--- src/hdl/qbq_pkg.sv ---
// ----------------------------------------------------------------------------
// qbq_pkg: shared types and constants of the quantized biquad core
// Lane count, fixed-point widths, register indexes, reset values and the
// lane sequencer states.
// ----------------------------------------------------------------------------
`default_nettype none

package qbq_pkg;

  localparam int LANES            = 6;
  localparam int FIRST_GROUP_LAST = 2;

  localparam int SAMPLE_W = 32;
  localparam int COEF_W   = 32;
  localparam int STEP_W   = 16;
  localparam int Y_W      = 48;
  localparam int ACC_W    = 53;
  localparam int PROD_W   = 65;
  localparam int FSUM_W   = 81;
  localparam int CFG_IDX_W = 3;
  localparam int DIV_BITS = 4;

  typedef logic signed [SAMPLE_W-1:0] sample_t;
  typedef logic signed [COEF_W-1:0]   coef_t;
  typedef logic signed [Y_W-1:0]      y_t;
  typedef logic        [STEP_W-1:0]   step_t;

  typedef struct packed {
    coef_t b0;
    coef_t b1;
    coef_t b2;
    coef_t a1;
    coef_t a2;
  } coef_set_t;

  typedef struct packed {
    logic    done;
    sample_t result;
  } lane_out_t;

  typedef enum logic [2:0] {
    L_IDLE,
    L_MAC,
    L_SAT,
    L_DIV,
    L_DONE
  } lane_state_t;

  // Configuration register indexes.
  localparam logic [CFG_IDX_W-1:0] REG_B0          = 3'd0;
  localparam logic [CFG_IDX_W-1:0] REG_B1          = 3'd1;
  localparam logic [CFG_IDX_W-1:0] REG_B2          = 3'd2;
  localparam logic [CFG_IDX_W-1:0] REG_A1          = 3'd3;
  localparam logic [CFG_IDX_W-1:0] REG_A2          = 3'd4;
  localparam logic [CFG_IDX_W-1:0] REG_STEP_FIRST  = 3'd5;
  localparam logic [CFG_IDX_W-1:0] REG_STEP_SECOND = 3'd6;

  // Product terms, in the order the lane multiplier produces them.
  localparam logic [2:0] TERM_B0    = 3'd0;
  localparam logic [2:0] TERM_B1    = 3'd1;
  localparam logic [2:0] TERM_B2    = 3'd2;
  localparam logic [2:0] TERM_A1_HI = 3'd3;
  localparam logic [2:0] TERM_A1_LO = 3'd4;
  localparam logic [2:0] TERM_A2_HI = 3'd5;
  localparam logic [2:0] TERM_A2_LO = 3'd6;
  localparam logic [2:0] MAC_LAST   = 3'd7;
  localparam logic [2:0] DIV_LAST   = 3'd7;

  localparam coef_t RST_B0 = 32'sd116071;
  localparam coef_t RST_B1 = 32'sd232036;
  localparam coef_t RST_B2 = 32'sd116071;
  localparam coef_t RST_A1 = -32'sd2115700890;
  localparam coef_t RST_A2 = 32'sd1042388563;
  localparam step_t RST_STEP_FIRST  = 16'd1311;
  localparam step_t RST_STEP_SECOND = 16'd2621;

  localparam y_t Y_MAX = 48'sh7FFF_FFFF_FFFF;
  localparam y_t Y_MIN = 48'sh8000_0000_0000;

endpackage

`default_nettype wire

--- src/hdl/qbq_merge.sv ---
// ----------------------------------------------------------------------------
// qbq_merge: lane merge and output register
// Waits until every lane has finished and the output register is free,
// then loads all lane results into it as one beat and frees the lanes.
// ----------------------------------------------------------------------------
`default_nettype none

module qbq_merge (
  input  logic               clk,
  input  logic               rst,
  input  qbq_pkg::lane_out_t lanes [qbq_pkg::LANES],
  input  logic               out_stall,
  output logic               out_valid,
  output qbq_pkg::sample_t   filtered [qbq_pkg::LANES],
  output logic               ack
);
  import qbq_pkg::*;

  logic all_done;

  always_comb begin
    all_done = 1'b1;
    for (int i = 0; i < LANES; i++) all_done = all_done & lanes[i].done;
    ack = all_done && (!out_valid || !out_stall);
  end

  always_ff @(posedge clk) begin
    if (rst) begin
      out_valid <= 1'b0;
    end else if (ack) begin
      out_valid <= 1'b1;
    end else if (!out_stall) begin
      out_valid <= 1'b0;
    end
  end

  always_ff @(posedge clk) begin
    if (ack) begin
      for (int i = 0; i < LANES; i++) filtered[i] <= lanes[i].result;
    end
  end

endmodule

`default_nettype wire

--- config.mk ---
export PLATFORM = sky130hd
export DESIGN_NAME = qbq_merge
export DESIGN_NICKNAME = d
export VERILOG_FILES = /design/src/hdl/qbq_pkg.sv /design/src/hdl/qbq_merge.sv
export SDC_FILE = /design/constraint.sdc
export NUM_CORES = 1
export LEC_CHECK = 0
export BUFFER_PORTS_ARGS = -buffer_cell sky130_fd_sc_hd__buf_2
export CORE_AREA = 2 2 151 153
export CTS_BUF_LIST = sky130_fd_sc_hd__clkbuf_8
export DETAILED_ROUTE_END_ITERATION = 10
export DIE_AREA = 0 0 153 155
export HOLD_SLACK_MARGIN = 0.02
export SETUP_SLACK_MARGIN = 0.3
export SLEW_MARGIN = 20
export SYNTH_ARGS = -nofsm -noshare
export SYNTH_HDL_FRONTEND = slang
export SYNTH_SLANG_ARGS = --single-unit
--- constraint.sdc ---
create_clock -name clk -period 16.1 [get_ports clk]
set_clock_uncertainty 0.2 [all_clocks]
set_input_delay 3.22 -clock clk [delete_from_list [all_inputs] [get_ports clk]]
set_output_delay 3.22 -clock clk [all_outputs]
set_load 0.05 [all_outputs]
## After elaboration in Yosys (flattened, before gate mapping)

Index checks and enable logic that the tools add are counted.
Widths: inputs -> output; s select.

- Bits of input ports: 201
- Register bits: 193
- Output and inout port bits: 194

- Bitwise logic cells: 5
- Multiplexer cells: 2
- Equal/unequal tests: 1
- Reductions and logical operators: 4

Operator list:

| cell | number |
|---|---|
| $and 1x1->1 | 5 |
| $logic_not 1->1 | 2 |
| $mux 1 | 2 |
| $ne 2x1->1 const B | 1 |
| $logic_and 1x1->1 | 1 |
| $logic_or 1x1->1 | 1 |

## Longest topological paths before layout

- Depth in word-level cells: 7
- Gate-level depth with buffers: 2
- Gate-level depth less buffers: 2

## Worst setup path after synthesis

Ideal clock, no wire load.

- Path type: input to output
- From: input lanes[164] (netlist bit)
- To: output ack
- Required time: 12.680 ns
- Slack: 1.457 ns
- Buffers on the path: 0
- Arrival: 11.223 ns
- Stages on the path: 2
- Cell sequence: nand4_1 -> nor3b_2

- Cells in the longest elaborated chain, start to end: 6

RTL lines:

| element | line | RTL |
|---|---|---|
| from (decl) | qbq_merge.sv:11 | `input qbq_pkg::lane_out_t lanes [qbq_pkg::LANES],` |
| $and 1x1->1 (5 in a row) | qbq_merge.sv:23 | `for (int i = 0; i < LANES; i++) all_done = all_done & lanes[i].done;` |
| $logic_and 1x1->1 | qbq_merge.sv:24 | `ack = all_done && (!out_valid \|\| !out_stall);` |
| to (decl) | qbq_merge.sv:15 | `output logic ack` |

No other way between the ends.

## Worst setup path in the final report

- From: input lanes[98] (netlist bit)
- To: output ack

- Cells in the longest elaborated chain, start to end: 4

RTL lines:

| element | line |
|---|---|
| $and 1x1->1 (3 in a row) | qbq_merge.sv:23 |
| $logic_and 1x1->1 | qbq_merge.sv:24 |

No other way between the ends.

==> impl_metrics.py <==
metrics = {
    "setup_path": {
        "cp.required_ps": 12680,
        "crit_path_end_kind": "primary output",
        "path_class": "primary input to primary output",
        "r2r_cells": 4,
        "crit-reg2reg-launch": "out_valid",
        "r2r_setup_slack_ps": 13310,
        "crit_path_start_kind": "primary input",
        "worstPathMaxFanout": 2,
        "cp_data_arrival_time_ps": 4160,
        "r2r_end": "filtered[57]",
    },
    "yosys": {
        "yosys_warnings": 0,
        "synth_seq_area_share_pct": 99.3,
        "synth_cells": 199,
        "synthMuxAreaShare_pct": 0,
        "ys_seq_elements": 193,
        "synth_cell_types": 7,
        "syn_area_per_cell_sq_um": 29.3,
        "synth_top_area_share_pct": 99.0,
        "synth-simple-area-share_pct": 0.580,
        "synth_fa_ha_area_share_pct": 0,
        "netlist_area_sq_um": 5830,
        "synth_area_leaders": "edfxtp_1 99%, dfxtp_1 0.34%, nor3b_2 0.21%, nand2_1 0.13%, nand3b_1 0.13%",
        "yosys.area_share.xor_xnor_pct": 0,
        "synth_top_family_by_area": "simple AND/OR/NAND/NOR gates",
        "yosysTopAreaCell": "edfxtp_1",
        "syn-num-nets": 400,
        "synth_compound_area_share_pct": 0.107,
    },
    "clocking": {
        "postCtsSetupRepairBufs": 0,
        "clkSlewWorstSetupHoldPaths_ps": 90,
        "h-tree-depth": 4,
        "clock_latency_ps": 430,
        "ctsResizeCount": 0,
        "cts_buffers": 17,
        "cts_tree": "done",
        "cts-root-buf": "clkbuf_8",
        "cts_num_sinks": 193,
        "hold_buffers": 0,
        "cts_buffer_depth": 2,
    },
    "place": {
        "place.gp.congestion": 0.724,
        "port_buffers": 394,
        "pre_cts_ws_ps": 8480,
    },
    "floorplan": {
        "dieWidth_um": 153,
        "pin_count": 395,
        "coreArea_sq_um": 22200,
        "die_h_um": 155,
        "placementRows": 55,
        "start_util_pct": 26.2,
        "die_area_sq_um": 23700,
    },
    "global_routing": {
        "first_global_vias": 3590,
        "grt_pass1_wl_mm": 21.1,
        "grt.overflow.total": 0,
        "grt_max_degree": 121,
        "antenna_found_initial": 6,
        "track_usage_pct": 12.0,
    },
    "hold_path": {
        "hold_class": "flip-flop to flip-flop",
        "min_delay_path_depth": 2,
        "holdPathEnd": "out_valid",
        "hp-start": "out_valid",
    },
    "status": {
        "status": "complete, no violations",
    },
    "layout": {
        "drive_above_1_share_pct": 68.1,
        "syn2layout_area_growth_pct": 46.8,
        "fin_nets": 815,
        "utilization_pct": 38.5,
        "nFillCells": 2154,
    },
    "sta": {
        "setup_viol": 0,
        "rsz0062_at_grt": "false",
        "hold_violations": 0,
        "final.period_utilization_pct": 47.1,
        "worstMarginPinSlew_ps": 893,
        "slew_violations": 0,
        "slew_headroom_pct": 40.4,
        "tns_ps": 0,
        "worst_slack_ps": 8520,
        "clock.fmax_mhz": 132,
        "fin_crit_ps": 7580,
    },
    "detailed_routing": {
        "wl_per_cell_um": 16.3,
        "post-route-drc-count": 0,
        "dr.pass1.iters": 4,
        "postRouteWirelength_mm": 14.9,
        "detail-route-antenna-nets": 0,
        "viasPerCell": 3.88,
        "vias": 3550,
        "drt_iter0_markers": 186,
    },
    "power": {
        "peakVddDrop_mv": 0.0584,
        "power_leakage_nw": 3.50,
        "power_density_nw_per_um2": 105,
    },
    "job": {
        "maxCapViolations": 0,
    },
}
==> power breakdown <==
group | internal [mW] | switching, mW | total (mW)
registers | 0.558 | 0.00121 | 0.559
logic | 0.0204 | 0.0298 | 0.0501
clock network | 0.112 | 0.180 | 0.292
==> registers in the layout, indices dropped and copies added, names as in the netlist <==
signal	count
filtered	192
out_valid	1
==> metrics by stage <==
stage	instance area [sq um]	power, mW	hold WS, ps	std cells
final	8550	0.901	328	914
after global routing	8550	0.941	347	913
after CTS	8550	0.919	336	912
after detailed placement	8190	0.622	317	880
after global placement	8190	0.620	321	880
after floorplan	5830	0.592	501	199
==> Yosys cell counts <==
cell	count
dfxtp_1	1
edfxtp_1	192
nand2_1	2
nand3b_1	1
nand4_1	1
nor3b_2	1
o22ai_1	1
==> area by class of cell <==
class	instances	area, sq um	area share [%]
Clock inverter	15	125	1.46
Tap cell	285	357	4.17
Sequential cell	193	5790	67.7
Clock buffer	17	234	2.74
Antenna cell	2	5.00	0.0585
Timing Repair Buffer	396	2000	23.4
Multi-Input combinational cell	6	46.3	0.541
==> logic make-up (layout without fill, tap and decap cells) <==
logic type / count (synthesis) / in the layout
AND/OR/NAND/NOR: 5 / 5
AO/OA/AOI/OAI: 1 / 1
other: 0 / 2
flip-flops: 193 / 193
buffers and inverters: 0 / 428
==> worst max-delay path by stage <==
stage               startpoint   to  slack [ps]
finish               lanes[98]  ack        8520
global route         lanes[98]  ack        8460
CTS                  lanes[98]  ack        8480
detailed placement   lanes[98]  ack        8480
global placement     lanes[98]  ack        8490
floorplan           lanes[164]  ack        1460
==> per-layer routing <==
metal	routed length, um	up-vias	share of wire (%)	global-route usage, %
met1	5660	1641	38	13.8
met2	7330	247	49	19.8
met3	1710	12	11	5.99
met4	161	4	1.1	4.01
li1	-	1646	-	-
met5	24	-	0.16	0
==> worst max-delay path: stages <==
cell and delay (ps):
buf_2 100, nand4_1 150, nor3b_4 350, buf_2 330
==> placed cells by master (no fill, tap or decap), drive strengths merged <==
master,count
buf,396
edfxtp,192
clkbuf,17
inv,8
clkinv,5
diode,2
nand2,2
clkinvlp,2
nand4,1
nor3b,1
nand3b,1
o22ai,1
dfxtp,1
Power figures use the tool's default switching activity.
