===== config.mk =====
export PLATFORM = sky130hd
export DESIGN_NAME = qbq_lane
export DESIGN_NICKNAME = d
export VERILOG_FILES = /design/src/hdl/qbq_pkg.sv /design/src/hdl/qbq_lane.sv
export SDC_FILE = /design/constraint.sdc
export NUM_CORES = 2
export LEC_CHECK = 0
export BUFFER_PORTS_ARGS = -buffer_cell sky130_fd_sc_hd__buf_2
export CAP_MARGIN = 0
export CORE_MARGIN = 1.5
export CORE_UTILIZATION = 45
export CTS_BUF_LIST = sky130_fd_sc_hd__clkbuf_2
export DETAILED_ROUTE_END_ITERATION = 6
export PLACE_DENSITY = 0.69
export SETUP_SLACK_MARGIN = 0.05
export SYNTH_ARGS = -nofsm -noshare
export SYNTH_HDL_FRONTEND = slang
export SYNTH_SLANG_ARGS = --single-unit

===== constraint.sdc =====
create_clock -name clk -period 14.9 [get_ports clk]
set_input_delay 2.235 -clock clk [delete_from_list [all_inputs] [get_ports clk]]
set_output_delay 2.235 -clock clk [all_outputs]
set_load 0.05 [all_outputs]

===== src/hdl/qbq_pkg.sv =====
// ----------------------------------------------------------------------------
// qbq_pkg: shared types and constants of the quantized biquad core
// Lane count, fixed-point widths, register indexes, reset values and the
// lane sequencer states.
// ----------------------------------------------------------------------------
`default_nettype none

package qbq_pkg;

  localparam int LANES            = 6;
  localparam int FIRST_GROUP_LAST = 2;

  localparam int SAMPLE_W = 32;
  localparam int COEF_W   = 32;
  localparam int STEP_W   = 16;
  localparam int Y_W      = 48;
  localparam int ACC_W    = 53;
  localparam int PROD_W   = 65;
  localparam int FSUM_W   = 81;
  localparam int CFG_IDX_W = 3;
  localparam int DIV_BITS = 4;

  typedef logic signed [SAMPLE_W-1:0] sample_t;
  typedef logic signed [COEF_W-1:0]   coef_t;
  typedef logic signed [Y_W-1:0]      y_t;
  typedef logic        [STEP_W-1:0]   step_t;

  typedef struct packed {
    coef_t b0;
    coef_t b1;
    coef_t b2;
    coef_t a1;
    coef_t a2;
  } coef_set_t;

  typedef struct packed {
    logic    done;
    sample_t result;
  } lane_out_t;

  typedef enum logic [2:0] {
    L_IDLE,
    L_MAC,
    L_SAT,
    L_DIV,
    L_DONE
  } lane_state_t;

  // Configuration register indexes.
  localparam logic [CFG_IDX_W-1:0] REG_B0          = 3'd0;
  localparam logic [CFG_IDX_W-1:0] REG_B1          = 3'd1;
  localparam logic [CFG_IDX_W-1:0] REG_B2          = 3'd2;
  localparam logic [CFG_IDX_W-1:0] REG_A1          = 3'd3;
  localparam logic [CFG_IDX_W-1:0] REG_A2          = 3'd4;
  localparam logic [CFG_IDX_W-1:0] REG_STEP_FIRST  = 3'd5;
  localparam logic [CFG_IDX_W-1:0] REG_STEP_SECOND = 3'd6;

  // Product terms, in the order the lane multiplier produces them.
  localparam logic [2:0] TERM_B0    = 3'd0;
  localparam logic [2:0] TERM_B1    = 3'd1;
  localparam logic [2:0] TERM_B2    = 3'd2;
  localparam logic [2:0] TERM_A1_HI = 3'd3;
  localparam logic [2:0] TERM_A1_LO = 3'd4;
  localparam logic [2:0] TERM_A2_HI = 3'd5;
  localparam logic [2:0] TERM_A2_LO = 3'd6;
  localparam logic [2:0] MAC_LAST   = 3'd7;
  localparam logic [2:0] DIV_LAST   = 3'd7;

  localparam coef_t RST_B0 = 32'sd116071;
  localparam coef_t RST_B1 = 32'sd232036;
  localparam coef_t RST_B2 = 32'sd116071;
  localparam coef_t RST_A1 = -32'sd2115700890;
  localparam coef_t RST_A2 = 32'sd1042388563;
  localparam step_t RST_STEP_FIRST  = 16'd1311;
  localparam step_t RST_STEP_SECOND = 16'd2621;

  localparam y_t Y_MAX = 48'sh7FFF_FFFF_FFFF;
  localparam y_t Y_MIN = 48'sh8000_0000_0000;

endpackage

`default_nettype wire


===== src/hdl/qbq_lane.sv =====
// ----------------------------------------------------------------------------
// qbq_lane: one biquad lane
// Runs one Direct Form I section on a shared multiplier, one product per
// cycle, saturates the sum to Q16.32 and quantizes it with a radix-16
// restoring divider.
// ----------------------------------------------------------------------------
`default_nettype none

module qbq_lane (
  input  logic               clk,
  input  logic               rst,
  input  logic               start,
  input  logic               ack,
  input  qbq_pkg::sample_t   x_in,
  input  qbq_pkg::coef_set_t coefs,
  input  qbq_pkg::step_t     step,
  output qbq_pkg::lane_out_t status
);
  import qbq_pkg::*;

  lane_state_t state, state_next;
  logic [2:0] cnt;
  logic [2:0] tag;
  logic       pvalid;

  sample_t x0, x1, x2;
  y_t      y1, y2;

  coef_t                    op_a;
  logic signed [SAMPLE_W:0] op_b;
  logic signed [PROD_W-1:0] prod, fb;
  logic signed [FSUM_W-1:0] fsum;
  logic signed [ACC_W-1:0]  acc, acc_next;

  logic            sat_ovf;
  y_t              y_sat;
  logic [Y_W:0]    y_ext, y_abs;

  logic                neg;
  logic [SAMPLE_W-1:0] mag, dvd, dvd_next, q_mag;
  step_t               dsr, rem, rem_next;

  // Sequencer.
  always_comb begin
    state_next = state;
    unique case (state)
      L_IDLE: if (start) state_next = L_MAC;
      L_MAC:  if (cnt == MAC_LAST) state_next = L_SAT;
      L_SAT:  state_next = L_DIV;
      L_DIV:  if (cnt == DIV_LAST) state_next = L_DONE;
      L_DONE: if (ack) state_next = L_IDLE;
      default: state_next = L_IDLE;
    endcase
  end

  always_comb begin
    q_mag         = mag - {{(SAMPLE_W-STEP_W){1'b0}}, rem};
    status.done   = (state == L_DONE);
    status.result = neg ? -$signed(q_mag) : $signed(q_mag);
  end

  // Multiplier operands. The 48-bit outputs are split into a signed high
  // half and an unsigned low half so that each product stays 32 by 33 bits.
  always_comb begin
    case (cnt)
      TERM_B0: begin
        op_a = coefs.b0;
        op_b = {x0[SAMPLE_W-1], x0};
      end
      TERM_B1: begin
        op_a = coefs.b1;
        op_b = {x1[SAMPLE_W-1], x1};
      end
      TERM_B2: begin
        op_a = coefs.b2;
        op_b = {x2[SAMPLE_W-1], x2};
      end
      TERM_A1_HI: begin
        op_a = coefs.a1;
        op_b = {y1[Y_W-1], y1[Y_W-1:16]};
      end
      TERM_A1_LO: begin
        op_a = coefs.a1;
        op_b = {17'd0, y1[15:0]};
      end
      TERM_A2_HI: begin
        op_a = coefs.a2;
        op_b = {y2[Y_W-1], y2[Y_W-1:16]};
      end
      default: begin
        op_a = coefs.a2;
        op_b = {17'd0, y2[15:0]};
      end
    endcase
  end

  // Accumulation. Feed-forward products are floored by 2^14 each; a feedback
  // term joins its two halves before it is floored by 2^30.
  always_comb begin
    fsum     = $signed({fb, 16'h0000}) + $signed({{16{prod[PROD_W-1]}}, prod});
    acc_next = acc;
    if (pvalid) begin
      case (tag) inside
        TERM_B0, TERM_B1, TERM_B2:
          acc_next = acc + ACC_W'($signed(prod[PROD_W-1:14]));
        TERM_A1_LO, TERM_A2_LO:
          acc_next = acc - ACC_W'($signed(fsum[FSUM_W-1:30]));
        default: acc_next = acc;
      endcase
    end
  end

  // Saturation to Q16.32 and magnitude for the quantizer.
  always_comb begin
    sat_ovf = !((&acc[ACC_W-1:Y_W-1]) || !(|acc[ACC_W-1:Y_W-1]));
    if (sat_ovf) y_sat = acc[ACC_W-1] ? Y_MIN : Y_MAX;
    else         y_sat = acc[Y_W-1:0];
    y_ext = {y_sat[Y_W-1], y_sat};
    y_abs = y_sat[Y_W-1] ? (~y_ext + 1'b1) : y_ext;
  end

  // Restoring division, DIV_BITS quotient bits per cycle. Only the
  // remainder is kept: the quantized magnitude is dividend minus remainder.
  always_comb begin
    logic [STEP_W:0]     r17;
    logic [STEP_W-1:0]   r;
    logic [SAMPLE_W-1:0] d;
    r = rem;
    d = dvd;
    for (int k = 0; k < DIV_BITS; k++) begin
      r17 = {r, d[SAMPLE_W-1]};
      d   = {d[SAMPLE_W-2:0], 1'b0};
      if (r17 >= {1'b0, dsr}) r17 = r17 - {1'b0, dsr};
      r = r17[STEP_W-1:0];
    end
    rem_next = r;
    dvd_next = d;
  end

  always_ff @(posedge clk) begin
    if (rst) begin
      state  <= L_IDLE;
      cnt    <= '0;
      pvalid <= 1'b0;
      x1     <= '0;
      x2     <= '0;
      y1     <= '0;
      y2     <= '0;
    end else begin
      state <= state_next;
      case (state)
        L_IDLE: begin
          cnt    <= '0;
          pvalid <= 1'b0;
        end
        L_MAC: begin
          cnt    <= cnt + 1'b1;
          pvalid <= (cnt != MAC_LAST);
        end
        L_SAT: begin
          cnt <= '0;
          x2  <= x1;
          x1  <= x0;
          y2  <= y1;
          y1  <= y_sat;
        end
        L_DIV: cnt <= cnt + 1'b1;
        default: cnt <= '0;
      endcase
    end
  end

  always_ff @(posedge clk) begin
    case (state)
      L_IDLE: begin
        if (start) begin
          x0  <= x_in;
          acc <= '0;
        end
      end
      L_MAC: begin
        prod <= PROD_W'(op_a) * PROD_W'(op_b);
        tag  <= cnt;
        acc  <= acc_next;
        if (pvalid && (tag == TERM_A1_HI || tag == TERM_A2_HI)) fb <= prod;
      end
      L_SAT: begin
        neg <= y_sat[Y_W-1];
        mag <= y_abs[Y_W-1:16];
        dvd <= y_abs[Y_W-1:16];
        rem <= '0;
        dsr <= (step == '0) ? STEP_W'(1) : step;
      end
      L_DIV: begin
        rem <= rem_next;
        dvd <= dvd_next;
      end
      default: ;
    endcase
  end

endmodule

`default_nettype wire


# After elaboration in Yosys (flattened, before gate mapping)
# Index checks and enable logic that the tools add are counted.
[word_totals] register_bits=482 output_inout_bits=33
[classes] addsub=11 n_mul=1 n_lt_le_gt_ge=4 n_eq_ne=23 mux=23 n_bitwise=2 n_reduce_logical=21
[ops] cell="2-to-1 mux 53 bit" count=4
[ops] cell="one-hot mux 33 bit (6 select lines)" count=1
[ops] cell="2-to-1 mux 48 bit" count=3
[ops] cell="one-hot mux 32 bit (4 select lines)" count=1
[ops] cell="one-hot mux 53 bit (2 select lines)" count=1
[ops] cell="adder 81 x 65 -> 81 bit" count=1
[ops] cell="greater-or-equal comparator 17 x 16 -> 1 bit" count=4
[ops] cell="multiplier 32 x 33 -> 65 bit" count=1
[ops] cell="2-to-1 mux 16 bit" count=4
[ops] cell="one-hot mux 32 bit (2 select lines)" count=1
[ops] cell="subtractor 16 bit" count=4
[ops] cell="adder 53 x 51 -> 53 bit" count=1
[ops] cell="subtractor 53 x 51 -> 53 bit" count=1
[ops] cell="adder 48 x 1 -> 48 bit (second input constant)" count=1
[ops] cell="NOT 48 bit" count=1
[ops] cell="2-to-1 mux 32 bit" count=1
[ops] cell="negator 32 bit" count=1
[ops] cell="one-hot mux 16 bit (2 select lines)" count=1
[ops] cell="subtractor 32 x 16 -> 32 bit" count=1
[ops] cell="== test 3 bit (second input constant)" count=7
[ops] cell="== test 3 x 2 -> 1 bit (second input constant)" count=6
[ops] cell="zero test 16 bit" count=1
[ops] cell="one-hot mux 3 bit (5 select lines)" count=1
[ops] cell="2-to-1 mux 3 bit" count=4
[ops] cell="18 further kinds" count=33

# Depth between registers and ports, before layout
[logic_depth] depth_word=9 depth_mapped=51 ltp_nobuf=48

# Least setup slack after synthesis
# Ideal clock, no wire load.
[synth_timing] path_type="register to register" start="register dsr[1]" end="register rem[10], data pin" setup_ns=0.266 arrival_ns=10.953 required_time_ns=14.634 setup_slack_ns=3.681 path_stages_with_launch=52 path_buffers=4 synth_period_minus_slack_ns=11.219 path_cell_list="edfxtp_1 -> inv_1 -> ha_1 -> nor2b_1 -> o21ai_1 -> a21boi_0 -> or4_1 -> a21oi_1 -> o21ai_0 -> nor2b_1 -> clkbuf_1 -> mux2_2 -> inv_1 -> ha_1 -> nor2b_1 -> o21ai_0 -> a21boi_0 -> o21a_1 -> (+16 left out) -> clkbuf_1 -> buf_1 -> mux2i_1 -> ha_1 -> nor2b_1 -> o21a_1 -> o21ai_0 -> a21o_1 -> a21o_1 -> a21oi_1 -> nor4_1 -> nor3_1 -> a41o_1 -> o22a_1 -> a211oi_2 -> buf_4 -> mux2i_1 -> nor2_1"
[synth_between] elab_chain_cells=9
[synth_lines] item="start, declared" line="qbq_lane.sv:41" rtl="step_t dsr, rem, rem_next;"
[synth_lines] item="start signal, assigned" line="qbq_lane.sv:192" rtl="dsr <= (step == '0) ? STEP_W'(1) : step;"
[synth_lines] item="subtractor 16 bit or greater-or-equal comparator 17 x 16 -> 1 bit (tied branches)" line="qbq_lane.sv:133" rtl="if (r17 >= {1'b0, dsr}) r17 = r17 - {1'b0, dsr};"
[synth_lines] item="2-to-1 mux 16 bit" line="qbq_lane.sv:133"
[synth_lines] item="subtractor 16 bit or greater-or-equal comparator 17 x 16 -> 1 bit (tied branches)" line="qbq_lane.sv:133"
[synth_lines] item="2-to-1 mux 16 bit" line="qbq_lane.sv:133"
[synth_lines] item="subtractor 16 bit or greater-or-equal comparator 17 x 16 -> 1 bit (tied branches)" line="qbq_lane.sv:133"
[synth_lines] item="2-to-1 mux 16 bit" line="qbq_lane.sv:133"
[synth_lines] item="subtractor 16 bit or greater-or-equal comparator 17 x 16 -> 1 bit (tied branches)" line="qbq_lane.sv:133"
[synth_lines] item="2-to-1 mux 16 bit (*)" line="qbq_lane.sv:133"
[synth_lines] item="one-hot mux 16 bit (2 select lines) (*)" line="qbq_lane.sv:174" rtl="case (state)"
[synth_lines] item="end signal, assigned" line="qbq_lane.sv:195" rtl="rem <= rem_next;"
[synth_lines] item="end, declared" line="qbq_lane.sv:41"
# Mark *: on every way between the ends. The rest lies on a longest branch, timed or not.
# A chain may end at the register's enable or synchronous reset.

# Worst setup path in the final report
# Ends and elaborated chain as after synthesis.

==> flow_summary.json <==
{
  "cts_max_path_buffers": 3,
  "dr.pass1.iters": 6,
  "fin_nets": 9650,
  "tns_ns": 0,
  "fin_crit_sh_pct": 84.7,
  "muxShareOfSynthArea_pct": 1.57,
  "slowest_stage": "and3_1",
  "synth.largest_area_cell": "fa_1",
  "regArea_um2": 12800,
  "cts_tree": "done",
  "post-route-min-period_ns": 12.62,
  "endpoint_kind": "flop",
  "drt_iter0_markers": 4639,
  "status": "finished, final reports clean",
  "fillers": 14600,
  "synthSimpleGateAreaFrac_pct": 15.6,
  "syn_nets": 9558,
  "ant_nets": 0,
  "coreArea_um2": 154000,
  "synth.ff_latch_count": 482,
  "cts_resized": 0,
  "synth-seq-area-share_pct": 18.4,
  "grt_pass1_vias": 58200,
  "synth_area_um2": 69500,
  "place_congestion": 0.971,
  "synthAdderAreaFrac_pct": 38.5,
  "h-tree-depth": 3,
  "io_pins": 245,
  "synth_top_area_share_pct": 31.6,
  "cts-root-buf": "clkbuf_2",
  "start_util_pct": 45.2,
  "drv_slew": 0,
  "cts_buffers": 119,
  "grt_pass1_wl_um": 337000,
  "crit_fanout": 21,
  "wire_per_inst_um": 21.6,
  "grt_setup_unrepaired": "false",
  "synth_top_family_by_area": "adder cells",
  "synth_cell_types": 118,
  "synth_xor_area_share_pct": 3.65,
  "startpoint_type": "flop",
  "die_width_um": 396,
  "synthTopCellsByArea": "fa_1 32%, edfxtp_1 14%, nand2_1 7.0%, ha_1 7.0%, inv_1 6.7%",
  "vias_per_cell": 5.67,
  "hold_buffers": 0,
  "die_h_um": 396,
  "worstMarginPinSlew_ns": 1.38,
  "finalHoldViolCount": 0,
  "clkSinkCount": 482,
  "cp.arrival_ns": 13.57,
  "max_freq_mhz": 79.3,
  "grt_util_all_layers_pct": 27.7,
  "area_delta_synth_final_pct": 6.53,
  "cap_violations": 0,
  "synth_edf_count": 315,
  "yosysWarnings": 0,
  "grt_max_degree": 125,
  "rows": 144,
  "clk_latency_ns": 1.37,
  "cts.clk_slew.worst_paths_ns": 0.10,
  "postCtsSetupBuffers": 0,
  "worstSetupPathType": "flop to flop",
  "postRouteWirelength_um": 218000,
  "die-area_um2": 157000,
  "critPathMaxStageDelay_ns": 0.67,
  "async_flop_share_pct": 0,
  "worst_slew_margin_rel_pct": 5.66,
  "antenna_found_initial": 9,
  "dr_total_vias": 57200,
  "synthCells": 7862,
  "multiInputGateArea_um2": 50700,
  "grt.overflow.total": 0,
  "critPathRequiredTime_ns": 15.86,
  "synth-main-ff-cell": "edfxtp_1",
  "detailed_place_hpwl_um": 176000,
  "skew_ns": 0.199,
  "portBuffers": 244,
  "postSynthAreaPerCell_um2": 8.84,
  "hp-class": "flop to flop",
  "critPathMostFrequentCell": "o21ai_0",
  "setup-violations-final": 0,
  "drc": 0,
  "synth_compound_area_share_pct": 13.2,
  "drive_gt1_share_pct": 9.84
}
==> metrics by stage <==
stage	instance area, um^2	utilization [%]	setup slack, ns	std cells	hold slack (ns)
floorplan	69500	-	3.68	7862	0.400
global placement	72900	47.5	2.53	9877	0.404
detailed placement	72900	47.5	2.44	9877	0.405
CTS	74100	48.2	2.47	10100	0.404
global route	74100	48.2	1.31	10100	0.427
finish	74100	48.2	2.28	10100	0.422
==> worst max-delay path, delay by kind of cell (launching register included) <==
family / cells / cell delay, ns
compound gates: 24 / 5.24
simple gates: 12 / 2.63
mux: 4 / 1.60
buf+inv: 6 / 1.29
fa+ha+maj: 4 / 1.08
flops: 1 / 0.51
==> cells in the final DEF (no fill, tap or decap), types with 53 or more instances in the layout <==
master / n
nand2_1: 1304
nor3_1: 145
a21o_1: 111
buf_4: 127
mux2_2: 75
clkbuf_2: 172
inv_1: 1239
a221oi_1: 53
a21oi_1: 392
edfxtp_1: 315
and2_1: 86
nor2_1: 548
nand4_1: 54
xnor2_1: 193
xor2_1: 97
o21ai_0: 224
fa_1: 1096
buf_2: 243
nand3_1: 64
a211oi_1: 79
dfxtp_1: 167
ha_1: 387
==> area by class of cell <==
type / instances / share of cell area [%]
Tap cell: 2044 / 3.45
Clock inverter: 46 / 0.365
Multi-Input combinational cell: 5739 / 68.5
Timing Repair Buffer: 370 / 2.93
Antenna cell: 6 / 0.0203
Inverter: 1242 / 6.30
Clock buffer: 172 / 1.16
Sequential cell: 482 / 17.3
==> final timing paths <==
kind                  from      end  slack, ns  cells past startpoint
setup / recovery    dsr[1]  rem[10]       2.28                     50
hold / removal    prod[13]   fb[13]       0.42                      0
setup reg to reg    dsr[1]  rem[10]       2.28                     50
hold reg to reg   prod[13]   fb[13]       0.42                      0
==> cell families after synthesis <==
group | count (synthesis)
fa+ha+maj | 1484
xor+xnor | 290
mux | 100
simple gates | 2491
buf+inv | 1641
compound gates | 1374
flops | 482
==> synthesized netlist by cell type (30+ instances only) <==
cell / n
clkbuf_1: 352
a211oi_1: 79
o21a_1: 52
mux2_2: 75
nor4_1: 33
a22o_1: 48
nand2b_1: 35
nand3_1: 64
inv_1: 1240
fa_1: 1096
xnor2_1: 193
a221oi_1: 57
o21ai_1: 31
or3_1: 34
o31ai_1: 30
nand2_1: 1305
dfxtp_1: 167
ha_1: 388
o21ai_0: 231
nor2_1: 552
xor2_1: 97
nor3_1: 145
and2_1: 86
a21o_1: 111
nor2b_1: 39
a21oi_1: 413
edfxtp_1: 315
a22oi_1: 37
nand4_1: 54
o21bai_1: 33
o211ai_1: 30
==> routing by layer <==
metal / vias to the layer above / global-route usage [%] / routed length [um]
met5: - / 0 / 44
met4: 6 / 11.6 / 10300
met3: 433 / 4.48 / 18600
met2: 2575 / 45.6 / 101000
met1: 28400 / 36.2 / 87700
li1: 25800 / - / -
==> sequential cells by signal, summed over array words and instances (netlist names) <==
name and flops:
fb 65, prod 65, acc 53, y1 48, y2 48, dvd 32
mag 32, x0 32, x1 32, x2 32, dsr 16, rem 16
cnt 3, state 3, tag 3, neg 1, pvalid 1
Power is not shown: default switching activity piles up to over one toggle a cycle in this logic, so the estimate is an artifact.
